## config.mk

```make
export PLATFORM = sky130hd
export DESIGN_NAME = line_command_keyword_decoder_top
export DESIGN_NICKNAME = d
export VERILOG_FILES = /design/src/hw/rtl/lcd_pkg.sv /design/src/hw/rtl/lcd_core.sv /design/src/hw/rtl/line_command_keyword_decoder_top.sv
export SDC_FILE = /design/constraint.sdc
export NUM_CORES = 1
export LEC_CHECK = 0
export ABC_AREA = 1
export BUFFER_PORTS_ARGS = -buffer_cell sky130_fd_sc_hd__buf_2
export CELL_PAD_IN_SITES_DETAIL_PLACEMENT = 0
export CELL_PAD_IN_SITES_GLOBAL_PLACEMENT = 2
export CORE_MARGIN = 5
export CORE_UTILIZATION = 32
export DETAILED_ROUTE_END_ITERATION = 12
export PLACE_DENSITY = 0.8
export SLEW_MARGIN = 10
export SYNTH_ARGS = -nofsm -noshare
export SYNTH_HDL_FRONTEND = slang
export SYNTH_SLANG_ARGS = --single-unit
```

## constraint.sdc

```tcl
create_clock -name clk -period 3.2 [get_ports clk]
set_clock_uncertainty 0.05 [all_clocks]
set_input_delay 0.16 -clock clk [delete_from_list [all_inputs] [get_ports clk]]
set_output_delay 0.16 -clock clk [all_outputs]
set_load 0.005 [all_outputs]
```

## src/hw/rtl/lcd_pkg.sv

```systemverilog
// shared types, constants and the keyword matcher step for the line command decoder
package lcd_pkg;

	localparam int MAX_LINE = 64;
	localparam int CNT_W = $clog2(MAX_LINE + 1);
	localparam int MIN_W = 7;
	localparam int CMP_W = (CNT_W > MIN_W) ? CNT_W : MIN_W;

	localparam logic [7:0] LOWER_A = 8'h61;
	localparam logic [7:0] LOWER_Z = 8'h7A;
	localparam logic [7:0] CASE_OFFSET = 8'h20;
	localparam logic [7:0] NUL_CHAR = 8'h00;

	// register indexes of the configuration port
	localparam logic [1:0] REG_TERMINATOR = 2'd0;
	localparam logic [1:0] REG_SKIP_FIRST = 2'd1;
	localparam logic [1:0] REG_SKIP_SECOND = 2'd2;
	localparam logic [1:0] REG_MIN_COUNT = 2'd3;

	// found flag positions
	localparam int FL_HELP = 0;
	localparam int FL_STATUS = 1;
	localparam int FL_LED = 2;
	localparam int FL_ON = 3;
	localparam int FL_OFF = 4;
	localparam int FL_TOGGLE = 5;

	typedef enum logic [2:0] {
		CMD_NONE = 3'd0,
		CMD_HELP = 3'd1,
		CMD_STATUS = 3'd2,
		CMD_ON = 3'd3,
		CMD_OFF = 3'd4,
		CMD_TOGGLE = 3'd5
	} cmd_t;

	typedef enum logic [1:0] {
		ERR_OK = 2'd0,
		ERR_OVERFLOW = 2'd1,
		ERR_SYNTAX = 2'd2,
		ERR_UNKNOWN = 2'd3
	} err_t;

	typedef struct packed {
		logic [7:0] terminator;
		logic [7:0] skip_first;
		logic [7:0] skip_second;
		logic [MIN_W-1:0] min_count;
	} cfg_t;

	typedef struct packed {
		logic [7:0] echo;
		logic done;
		cmd_t command;
		err_t error;
	} res_t;

	// keyword bytes, first character at index 0
	typedef logic [6:0][7:0] kw_t;

	localparam kw_t KW_HELP = {8'h00, 8'h00, 8'h00, "P", "L", "E", "H"};
	localparam kw_t KW_STATUS = {8'h00, "S", "U", "T", "A", "T", "S"};
	localparam kw_t KW_LED = {8'h00, 8'h00, 8'h00, 8'h00, "D", "E", "L"};
	localparam kw_t KW_ON = {8'h00, 8'h00, 8'h00, 8'h00, 8'h00, "N", "O"};
	localparam kw_t KW_OFF = {8'h00, 8'h00, 8'h00, 8'h00, "F", "F", "O"};
	localparam kw_t KW_TOGGLE = {8'h00, "E", "L", "G", "G", "O", "T"};

	localparam logic [2:0] LEN_HELP = 3'd4;
	localparam logic [2:0] LEN_STATUS = 3'd6;
	localparam logic [2:0] LEN_LED = 3'd3;
	localparam logic [2:0] LEN_ON = 3'd2;
	localparam logic [2:0] LEN_OFF = 3'd3;
	localparam logic [2:0] LEN_TOGGLE = 3'd6;

	// longest keyword prefix that ends the text after matched prefix p and then c
	function automatic logic [2:0] kw_next(input kw_t kw, input logic [2:0] len,
			input logic [2:0] p, input logic [7:0] c);
		logic [2:0] pp;
		logic [2:0] res;
		logic found;
		logic ok;
		logic [2:0] pos;
		logic [7:0] sc;
		pp = (p >= len) ? 3'd0 : p;
		res = 3'd0;
		found = 1'b0;
		ok = 1'b0;
		pos = 3'd0;
		sc = 8'h00;
		for (int k = 7; k >= 1; k--) begin
			if (!found && (k <= int'(pp) + 1)) begin
				ok = 1'b1;
				for (int j = 0; j < 7; j++) begin
					if (j < k) begin
						pos = 3'(int'(pp) + 1 - k + j);
						sc = (pos < pp) ? kw[pos] : c;
						if (kw[3'(j)] != sc) ok = 1'b0;
					end
				end
				if (ok) begin
					res = 3'(k);
					found = 1'b1;
				end
			end
		end
		return res;
	endfunction

endpackage

```

## src/hw/rtl/lcd_core.sv

```systemverilog
// line state, keyword matchers and the decision made when a line closes
module lcd_core import lcd_pkg::*; (
	input logic clk,
	input logic arst_n,
	input logic step,
	input logic [7:0] char_in,
	input cfg_t cfg,
	output res_t res
);

	logic in_line_q, in_line_n;
	logic [CNT_W-1:0] count_q, count_n, count_inc;
	logic [2:0] help_q, help_n, help_m;
	logic [2:0] status_q, status_n, status_m;
	logic [1:0] led_q, led_n, led_m;
	logic [1:0] on_q, on_n, on_m;
	logic [1:0] off_q, off_n, off_m;
	logic [2:0] toggle_q, toggle_n, toggle_m;
	logic [5:0] flags_q, flags_n, flags_m;
	logic ended_q, ended_n, ended_m;
	logic [7:0] up;
	logic [2:0] nx_help, nx_status, nx_led, nx_on, nx_off, nx_toggle;
	logic led_before;
	logic feed;

	assign up = (char_in >= LOWER_A && char_in <= LOWER_Z) ? char_in - CASE_OFFSET : char_in;
	assign led_before = flags_q[FL_LED];

	assign nx_help = kw_next(KW_HELP, LEN_HELP, help_q, up);
	assign nx_status = kw_next(KW_STATUS, LEN_STATUS, status_q, up);
	assign nx_led = kw_next(KW_LED, LEN_LED, {1'b0, led_q}, up);
	assign nx_on = kw_next(KW_ON, LEN_ON, {1'b0, on_q}, up);
	assign nx_off = kw_next(KW_OFF, LEN_OFF, {1'b0, off_q}, up);
	assign nx_toggle = kw_next(KW_TOGGLE, LEN_TOGGLE, toggle_q, up);

	// matcher state after feeding this character as text
	always_comb begin
		help_m = help_q;
		status_m = status_q;
		led_m = led_q;
		on_m = on_q;
		off_m = off_q;
		toggle_m = toggle_q;
		flags_m = flags_q;
		ended_m = ended_q;
		if (!ended_q) begin
			if (char_in == NUL_CHAR) begin
				ended_m = 1'b1;
			end else begin
				if (!flags_q[FL_HELP]) begin
					if (nx_help >= LEN_HELP) begin
						flags_m[FL_HELP] = 1'b1;
						help_m = 3'd0;
					end else begin
						help_m = nx_help;
					end
				end
				if (!flags_q[FL_STATUS]) begin
					if (nx_status >= LEN_STATUS) begin
						flags_m[FL_STATUS] = 1'b1;
						status_m = 3'd0;
					end else begin
						status_m = nx_status;
					end
				end
				if (!flags_q[FL_LED]) begin
					if (nx_led >= LEN_LED) begin
						flags_m[FL_LED] = 1'b1;
						led_m = 2'd0;
					end else begin
						led_m = nx_led[1:0];
					end
				end
				// actions only count after a complete led
				if (led_before) begin
					if (!flags_q[FL_ON]) begin
						if (nx_on >= LEN_ON) begin
							flags_m[FL_ON] = 1'b1;
							on_m = 2'd0;
						end else begin
							on_m = nx_on[1:0];
						end
					end
					if (!flags_q[FL_OFF]) begin
						if (nx_off >= LEN_OFF) begin
							flags_m[FL_OFF] = 1'b1;
							off_m = 2'd0;
						end else begin
							off_m = nx_off[1:0];
						end
					end
					if (!flags_q[FL_TOGGLE]) begin
						if (nx_toggle >= LEN_TOGGLE) begin
							flags_m[FL_TOGGLE] = 1'b1;
							toggle_m = 3'd0;
						end else begin
							toggle_m = nx_toggle;
						end
					end
				end
			end
		end
	end

	assign count_inc = count_q + CNT_W'(1);

	always_comb begin
		res.echo = char_in;
		res.done = 1'b0;
		res.command = CMD_NONE;
		res.error = ERR_OK;
		feed = 1'b0;
		in_line_n = in_line_q;
		count_n = count_q;
		if (!in_line_q) begin
			if (char_in != cfg.terminator && char_in != cfg.skip_first
					&& char_in != cfg.skip_second) begin
				in_line_n = 1'b1;
				count_n = CNT_W'(1);
				feed = 1'b1;
			end
		end else if (char_in == cfg.terminator) begin
			res.done = 1'b1;
			in_line_n = 1'b0;
			count_n = '0;
			if (CMP_W'(count_inc) <= CMP_W'(cfg.min_count)) begin
				res.error = ERR_SYNTAX;
			end else if (flags_q[FL_HELP]) begin
				res.command = CMD_HELP;
			end else if (flags_q[FL_STATUS]) begin
				res.command = CMD_STATUS;
			end else if (!flags_q[FL_LED]) begin
				res.error = ERR_UNKNOWN;
			end else if (flags_q[FL_ON]) begin
				res.command = CMD_ON;
			end else if (flags_q[FL_OFF]) begin
				res.command = CMD_OFF;
			end else if (flags_q[FL_TOGGLE]) begin
				res.command = CMD_TOGGLE;
			end else begin
				res.error = ERR_SYNTAX;
			end
		end else if (CMP_W'(count_inc) >= CMP_W'(MAX_LINE)) begin
			res.done = 1'b1;
			res.error = ERR_OVERFLOW;
			in_line_n = 1'b0;
			count_n = '0;
		end else begin
			count_n = count_inc;
			feed = 1'b1;
		end
	end

	// a closed line clears every matcher; otherwise fed characters advance them
	always_comb begin
		help_n = help_q;
		status_n = status_q;
		led_n = led_q;
		on_n = on_q;
		off_n = off_q;
		toggle_n = toggle_q;
		flags_n = flags_q;
		ended_n = ended_q;
		if (res.done) begin
			help_n = '0;
			status_n = '0;
			led_n = '0;
			on_n = '0;
			off_n = '0;
			toggle_n = '0;
			flags_n = '0;
			ended_n = 1'b0;
		end else if (feed) begin
			help_n = help_m;
			status_n = status_m;
			led_n = led_m;
			on_n = on_m;
			off_n = off_m;
			toggle_n = toggle_m;
			flags_n = flags_m;
			ended_n = ended_m;
		end
	end

	always_ff @(posedge clk or negedge arst_n) begin
		if (!arst_n) begin
			in_line_q <= 1'b0;
			count_q <= '0;
			help_q <= '0;
			status_q <= '0;
			led_q <= '0;
			on_q <= '0;
			off_q <= '0;
			toggle_q <= '0;
			flags_q <= '0;
			ended_q <= 1'b0;
		end else if (step) begin
			in_line_q <= in_line_n;
			count_q <= count_n;
			help_q <= help_n;
			status_q <= status_n;
			led_q <= led_n;
			on_q <= on_n;
			off_q <= off_n;
			toggle_q <= toggle_n;
			flags_q <= flags_n;
			ended_q <= ended_n;
		end
	end

endmodule

```

## src/hw/rtl/line_command_keyword_decoder_top.sv

```systemverilog
// top level of the line command keyword decoder: config registers and the two-stage pipeline
//
// one received character enters per item on the in channel (in_valid, in_stall,
// rx_char) and exactly one result leaves per item on the out channel (out_valid,
// out_stall, echo_char, line_done, command, error_code), in order.
// an item is taken at a clock edge with valid high and stall low.
// the character is registered, then the line state and the keyword matchers update
// in one pass and the result is registered. one item is taken per cycle while the
// receiver does not stall. when the receiver stalls, both stages hold and in_stall
// rises as long as the result register is full and not taken, so nothing is lost or
// repeated. configuration is written through cfg_we, cfg_index and cfg_data; the
// user must do so only while idle, which the block does not enforce. reset clears
// the line state and loads terminator 13, skip characters 10 and 32 and a minimum
// count of 4; no item is taken until reset is released.
module line_command_keyword_decoder_top import lcd_pkg::*; (
	input logic clk,
	input logic arst_n,
	input logic cfg_we,
	input logic [1:0] cfg_index,
	input logic [7:0] cfg_data,
	input logic in_valid,
	output logic in_stall,
	input logic [7:0] rx_char,
	output logic out_valid,
	input logic out_stall,
	output logic [7:0] echo_char,
	output logic line_done,
	output logic [2:0] command,
	output logic [1:0] error_code
);

	cfg_t cfg_q;
	logic v_s1, v_s2;
	logic [7:0] char_s1;
	res_t res_s2;
	res_t core_res;
	logic adv;

	// pipeline moves whenever the result register is free or being taken
	assign adv = !v_s2 || !out_stall;
	assign in_stall = !adv;

	always_ff @(posedge clk or negedge arst_n) begin
		if (!arst_n) begin
			cfg_q.terminator <= 8'd13;
			cfg_q.skip_first <= 8'd10;
			cfg_q.skip_second <= 8'd32;
			cfg_q.min_count <= MIN_W'(4);
		end else if (cfg_we) begin
			case (cfg_index)
				REG_TERMINATOR: cfg_q.terminator <= cfg_data;
				REG_SKIP_FIRST: cfg_q.skip_first <= cfg_data;
				REG_SKIP_SECOND: cfg_q.skip_second <= cfg_data;
				REG_MIN_COUNT: cfg_q.min_count <= cfg_data[MIN_W-1:0];
				default: ;
			endcase
		end
	end

	lcd_core u_core (
		.clk(clk),
		.arst_n(arst_n),
		.step(v_s1 && adv),
		.char_in(char_s1),
		.cfg(cfg_q),
		.res(core_res)
	);

	always_ff @(posedge clk or negedge arst_n) begin
		if (!arst_n) begin
			v_s1 <= 1'b0;
			v_s2 <= 1'b0;
		end else if (adv) begin
			v_s1 <= in_valid;
			v_s2 <= v_s1;
		end
	end

	always_ff @(posedge clk) begin
		if (adv && in_valid) begin
			char_s1 <= rx_char;
		end
		if (adv && v_s1) begin
			res_s2 <= core_res;
		end
	end

	assign out_valid = v_s2;
	assign echo_char = res_s2.echo;
	assign line_done = res_s2.done;
	assign command = res_s2.command;
	assign error_code = res_s2.error;

	// a closed line carries either a command or an error, never both or neither
	a_done_one_outcome: assert property (@(posedge clk) disable iff (!arst_n)
		(out_valid && line_done) |->
			((command == CMD_NONE) != (error_code == ERR_OK)))
		else $error("closed line without exactly one outcome");

	a_open_line_quiet: assert property (@(posedge clk) disable iff (!arst_n)
		(out_valid && !line_done) |-> (command == CMD_NONE && error_code == ERR_OK))
		else $error("command or error on a character that closed no line");

	a_echo_follows: assert property (@(posedge clk) disable iff (!arst_n)
		(v_s1 && adv) |=> (out_valid && echo_char == $past(char_s1)))
		else $error("echoed character lost between stages");

	a_stall_only_full: assert property (@(posedge clk) disable iff (!arst_n)
		(out_valid && out_stall) |=> (out_valid && $stable(echo_char)
			&& $stable(line_done)))
		else $error("held result changed under stall");

endmodule

```

# Yosys cells after proc, flatten, opt, wreduce, memory -nomap -nowiden
# Memories as Yosys holds them, arrays and structs flattened.
# Cells that the tools add are included.
# Widths: inputs -> output; s select.
# totals
ff_bits	85
latch_bits	0
ram_bits	0
mem_bits_ro	10752
inputBits	23
output_inout_bits	16
elab_cells	1848
memories	168
# memory_table
memory	words	word_bits	rd	rd_ports_with_merged_regs	write_ports	line_no	text
(no name shown)	8	8	1	0	0	lcd_pkg.sv:96	sc = (pos < pp) ? kw[pos] : c;
(no name shown)	8	8	1	0	0	lcd_pkg.sv:96	
(no name shown)	8	8	1	0	0	lcd_pkg.sv:96	
(no name shown)	8	8	1	0	0	lcd_pkg.sv:96	
(no name shown)	8	8	1	0	0	lcd_pkg.sv:96	
(no name shown)	8	8	1	0	0	lcd_pkg.sv:96	
162 more memories	n/a	n/a	n/a	n/a	n/a	n/a	
# classes
add_sub_neg	176
mul	0
div_mod_pow	0
magnitude_cmp	394
eq_ne	166
n_shift	0
mux	797
bitwise	3
reduce_logical	120
# op_table
op	count
$mux 8	337
$ne 7x8->1 const A	115
$lt 3x4->1 const B	168
$lt 3x3->1	168
$mux 3	115
$mux 1	305
$ne 8x8->1 const A	36
$add 3x3->3 const B	84
$reduce_bool 8->1	17
$add 3x2->3 const B	42
$le 3x4->1 const A	24
$sub 3x3->3 const B	25
$mux 2	31
$le 2x4->1 const A	12
$logic_and 1x1->1	41
$logic_not 1->1	39
$sub 3x2->3 const B	12
$mux 6	5
$mux 7	4
$le 1x4->1 const A	6
$ne 8x8->1	3
$reduce_and 5->1	4
$ge 3x3->1 const B	6
$reduce_and 6->1	3
other kinds (25)	54

# Depth between registers and ports, before layout
# logic_depth
word_depth	56
mapped_depth	28

# By module
# Synthesis repeated with hierarchy kept, for this count alone.
# hier_totals
cells_unflattened	1101
area_unflattened_um2	7793.7
# modules_own_cells
module	n_inst	cells_per_inst	area_each_um2	seq_area_each_um2
lcd_core	1	930	5675.4	750.7
line_command_keyword_decoder_top	1	171	2118.3	1495.2

# Least setup slack after synthesis
# Ideal clock, no wire load.
# synth_path
path_kind	register -> register
start	register u_core.status_q[2]
end	register u_core.status_q[1]
setup_time_ns	0.116
t_arrival_ns	3.303
required_ns	3.034
path_slack_ns	-0.269
path_stages_with_launch	28
path_buffers	2
period_less_slack_ns	3.469
path_cell_list	dfrtp_1 -> ha_1 -> inv_1 -> nand2_1 -> buf_2 -> inv_1 -> ha_1 -> inv_1 -> ha_1 -> buf_2 -> inv_1 -> ha_1 -> inv_1 -> nand2_1 -> a21oi_1 -> nand3_1 -> nand2_1 -> nand3_1 -> nor2_1 -> nand2_1 -> nor2_1 -> nand2_1 -> nand2_1 -> nor2_1 -> nand3_1 -> nand2_1 -> nand2_1 -> nand2_1
# synth_via
elab_chain_len	43
word_cells_on_any_way	258
classes_between	add/sub (29); order compare (37); eq/ne (28); mux (124); reduce/logical (12); memory (28)
# synth_rtl
item	line_no	text
start: declaration	lcd_core.sv:14	logic [2:0] status_q, status_n, status_m;
start signal: assignment	lcd_core.sv:201	status_q <= status_n;
$ge 3x3->1	lcd_pkg.sv:84	pp = (p >= len) ? 3'd0 : p;
$mux 3 (*)	lcd_pkg.sv:84	
$add 3x1->4	lcd_pkg.sv:91	if (!found && (k <= int'(pp) + 1)) begin
$sub 3x1->3	lcd_pkg.sv:95	pos = 3'(int'(pp) + 1 - k + j);
$add 3x2->3 or $mem_v2 8x8 (tied branches)	n/a	
$mem_v2 8x8 or $mux 8 (tied branches)	n/a	
$mux 8 (implied by the code)	lcd_pkg.sv:96	
$mux 8 or $ne 7x8->1 (tied branches)	lcd_pkg.sv:96, lcd_pkg.sv:97	
[... 27 more ...]	n/a	
$mux 3 (*)	lcd_pkg.sv:91	
$ge 3x3->1	lcd_core.sv:59	if (nx_status >= LEN_STATUS) begin
$mux 3 (*)	lcd_core.sv:59	
$mux 3 (*)	lcd_core.sv:58	if (!flags_q[FL_STATUS]) begin
$mux 3 (*)	lcd_core.sv:47	if (char_in == NUL_CHAR) begin
$mux 3 (*)	lcd_core.sv:46	if (!ended_q) begin
$mux 3 (*)	lcd_core.sv:173	end else if (feed) begin
$mux 3 (*)	lcd_core.sv:164	if (res.done) begin
# Mark *: on every way between the ends. The rest lies on a longest branch, timed or not. The select of a mux whose other input is x is not followed.
# A chain may end at the register's enable or synchronous reset.

# Worst setup path in the final report
# Same ends and word-level chain as after synthesis.

==> summary.txt <==
worst-margin pin slew - 590.5 ps
RSZ-0062 raised after global routing - yes
initial antenna violation count - 0
cells after synthesis - 1,058
drt first pass iters - 5
most used cell, CP - nand2_1
ys async rst share - 74.12%
num rows - 55
layout cells sized above 1 - 17.97%
Layout Cells excl Fill - 1,470
Yosys cell types - 49
cts bufs inserted - 9
FF-to-FF setup slack - 140 ps
Antenna Cells - 0
Inst Count DP - 1,438
Max Fclk - 326.4 MHz
NumNets Final - 1,274
# IOs - 39
Fill cells - 2,418
pre-CTS WS - 51.39 ps
CP peak stage delay - 430 ps
startpoint types - register
Seq pwr share - 45.0%
Worst Path Arrival - 3250 ps
Sw Share - 31.19%
cell taking the most area after synthesis - dfrtp_1
GP Congestion - 0.8646
Slowest-stage cell, CP - dfrtp_2
die width - 161.7 um
Final HPWL DP - 18.46 mm
power per cell area - 338.8 mW/mm2
status - complete, no violations
worst min-delay path class - input pin to register
DRC viols - 0
CTS Sinks - 85
final period utilization - 95.73%
largest net degree at the start of global routing - 27
setup TNS - 0 ps
Initial Utilization - 32.51%
max_cap viols - 0
number of global-route vias before repair - 6,928
min Tclk post-route - 3063 ps
Crit Path Class - register to register
clk root buf - clkbuf_16
EDFF count, synth - 22
CTS tree - done
Antenna Nets Post-Route - 0
post-DR vias/cell - 4.866
Seq/Total Area, Yosys - 30.52%
combinational share of power - 20.4%
top cell type's share of synthesized area - 19.04%
leakage power - 0.004414 uW
Req. time, crit path - 3380 ps
CP endpoint kind - register
Wirelength per Cell - 15.67 um
internal power - 2085 uW
post-synthesis instance area - 0.007360 mm2
final hold violations - 0
Max Slew Vio Count - 0
total core area - 0.02264 mm2
Main synth FF type - dfrtp_1
first-pass GRT wire length - 37.23 mm
clk_lat worst skew - 350 ps
synth top area cells - dfrtp_1 (19%), nand2_1 (13%), ha_1 (12%)
CTS clock-pin slew for the worst setup and hold paths - 60 ps
# H-tree levels - 3
maximum buffer depth of the clock tree - 2
worst setup margin - 136.7 ps
I/O Buffers - 38
area of the die - 0.02613 mm2
Synth Area per Inst - 6.956 um2
Crit Path Max Fanout - 6
clock share of power - 34.6%
sw power - 945.1 uW
drt initial violations - 486
IR drop worst, VDD - 313.6 uV
slew margin rel. - 60.52%
#FFs+latches synth - 85
detailed-route via count - 7,153
synth-to-layout area growth - 21.52%
height of the die - 161.7 um
final setup fails - 0
GRT Overall Usage - 17.75%
wirelength, routed - 23.03 mm
total gr overflow - 0
Synth Warn # - 0
## flip-flops by register name (all words and copies together) (netlist names), 3 cells and up
register / count
u_core.count_q: 7
cfg_q: 31
u_core.flags_q: 6
echo_char: 8
u_core.help_q: 3
char_s1: 8
u_core.status_q: 3
command: 3
u_core.toggle_q: 3
## worst paths after layout
| kind | from | endpoint | cells past startpoint |
|---|---|---|---|
| hold / removal | out_stall | out_valid | 3 |
| max in group asynchronous | arst_n | u_core.toggle_q[1] | 3 |
| min in group asynchronous | arst_n | u_core.count_q[4] | 2 |
| setup reg to reg | u_core.status_q[2] | u_core.status_q[1] | 25 |
| setup / recovery | u_core.status_q[2] | u_core.status_q[1] | 25 |
| hold reg to reg | v_s1 | out_valid | 2 |
## Yosys cell counts (2+ instances only)
master       n
nor2_4       2
inv_1      153
inv_2        6
nand3_1     77
o21ai_0     97
nand2_1    261
a211oi_1     2
buf_2        7
a21oi_1     35
nand4_1     27
clkinv_1     4
clkbuf_1     6
nand3_2      3
nor2_1      97
o211ai_1     7
xnor2_1      5
or2_2        2
a21oi_2      3
buf_4        5
a31oi_1      3
dfstp_2      7
nor3_1      26
o21ai_1      3
edfxtp_1    22
and2_1       3
xor2_1      23
o22ai_1      3
nand2_2      4
dfrtp_1     56
nor2_2       8
ha_1        70
o2111ai_1    5
nand2_4      5
nor4_1       6
## final cells by class
class	instances	area [um2]	share of cell area, %
well taps	285	356.6	3.987
multi-input cells	791	4511	50.43
repair buffers	129	898.4	10.04
flip-flops and latches	85	2250	25.15
clock buffers	10	250.2	2.798
inverters	164	626.9	7.009
clock inverters	6	51.30	0.5736
## logic make-up after synthesis
group / after synthesis / share of synthesized area, %
and+or+nand+nor: 526 / 31.76
other: 1 / 0.05095
DFF: 85 / 30.52
buffers and inverters: 184 / 10.05
adders and majority gates: 71 / 12.17
AOI/OAI and AO/OA: 163 / 12.12
xor gates and xnor gates: 28 / 3.332
## critical path, delay by kind of cell, from the launching register on
family                   cells  cell delay, ps
buffers and inverters        5             330
adder cells (fa/ha/maj)      4             870
flip-flops                   1             430
AO/OA/AOI/OAI                1             170
AND/OR/NAND/NOR             15            1080
## timing repair
item                                    CTS  global route
buffers inserted                          0             6
endpoints found under the setup margin    0            11
hold buffers                             10             0
resized for setup                         0            36
endpoints found under the hold margin    29             0
## placed cells by master, fill, tap and decap left out, types with 6 or more instances in the layout
cell type and n:
nor4_1 6, nand2_1 257, inv_2 10, dfstp_2 7, nor3_1 25, inv_1 146
dfrtp_1 53, ha_1 64, nor2_1 91, nand3_1 74, o21ai_1 9, xor2_1 23
nand4_1 27, nor2_2 14, clkbuf_16 10, nand3_2 6, edfxtp_1 22, dlygate4sd3_1 10
a21oi_1 32, nand2_4 6, nand2_2 7, buf_4 81, o21ai_0 91, buf_2 38
o211ai_1 7
## metrics by stage
step | power (uW) | instance area, um2 | hold slack, ps | utilization [%]
global route | 3224 | 8944 | 37.12 | 39.50
CTS | 3071 | 8795 | 7.977 | 38.85
floorplan | 1779 | 7417 | -185.6 | -
finish | 3030 | 8944 | 16.92 | 39.50
detailed placement | 2002 | 8393 | 150.7 | 37.07
global placement | 1994 | 8393 | 151.1 | 37.07
## power by group through the flow
stage,Sequential (uW),Combinational [uW],Clock [uW]
final,1360,619,1050
after global routing,1380,717,1120
after CTS,1370,628,1080
after detailed placement,1390,616,0
after global placement,1380,610,0
after floorplan,1350,428,0
## metal layers
metal | vias up | part of all wire, % | track usage [%]
met1 | 3309 | 47 | 23.93
met4 | 0 | 1.3 | 4.114
li1 | 3694 | - | -
met2 | 123 | 49 | 31.16
met3 | 27 | 2.5 | 1.396
met5 | - | 0 | 0
Note: power is estimated with default switching activity, not from simulation.
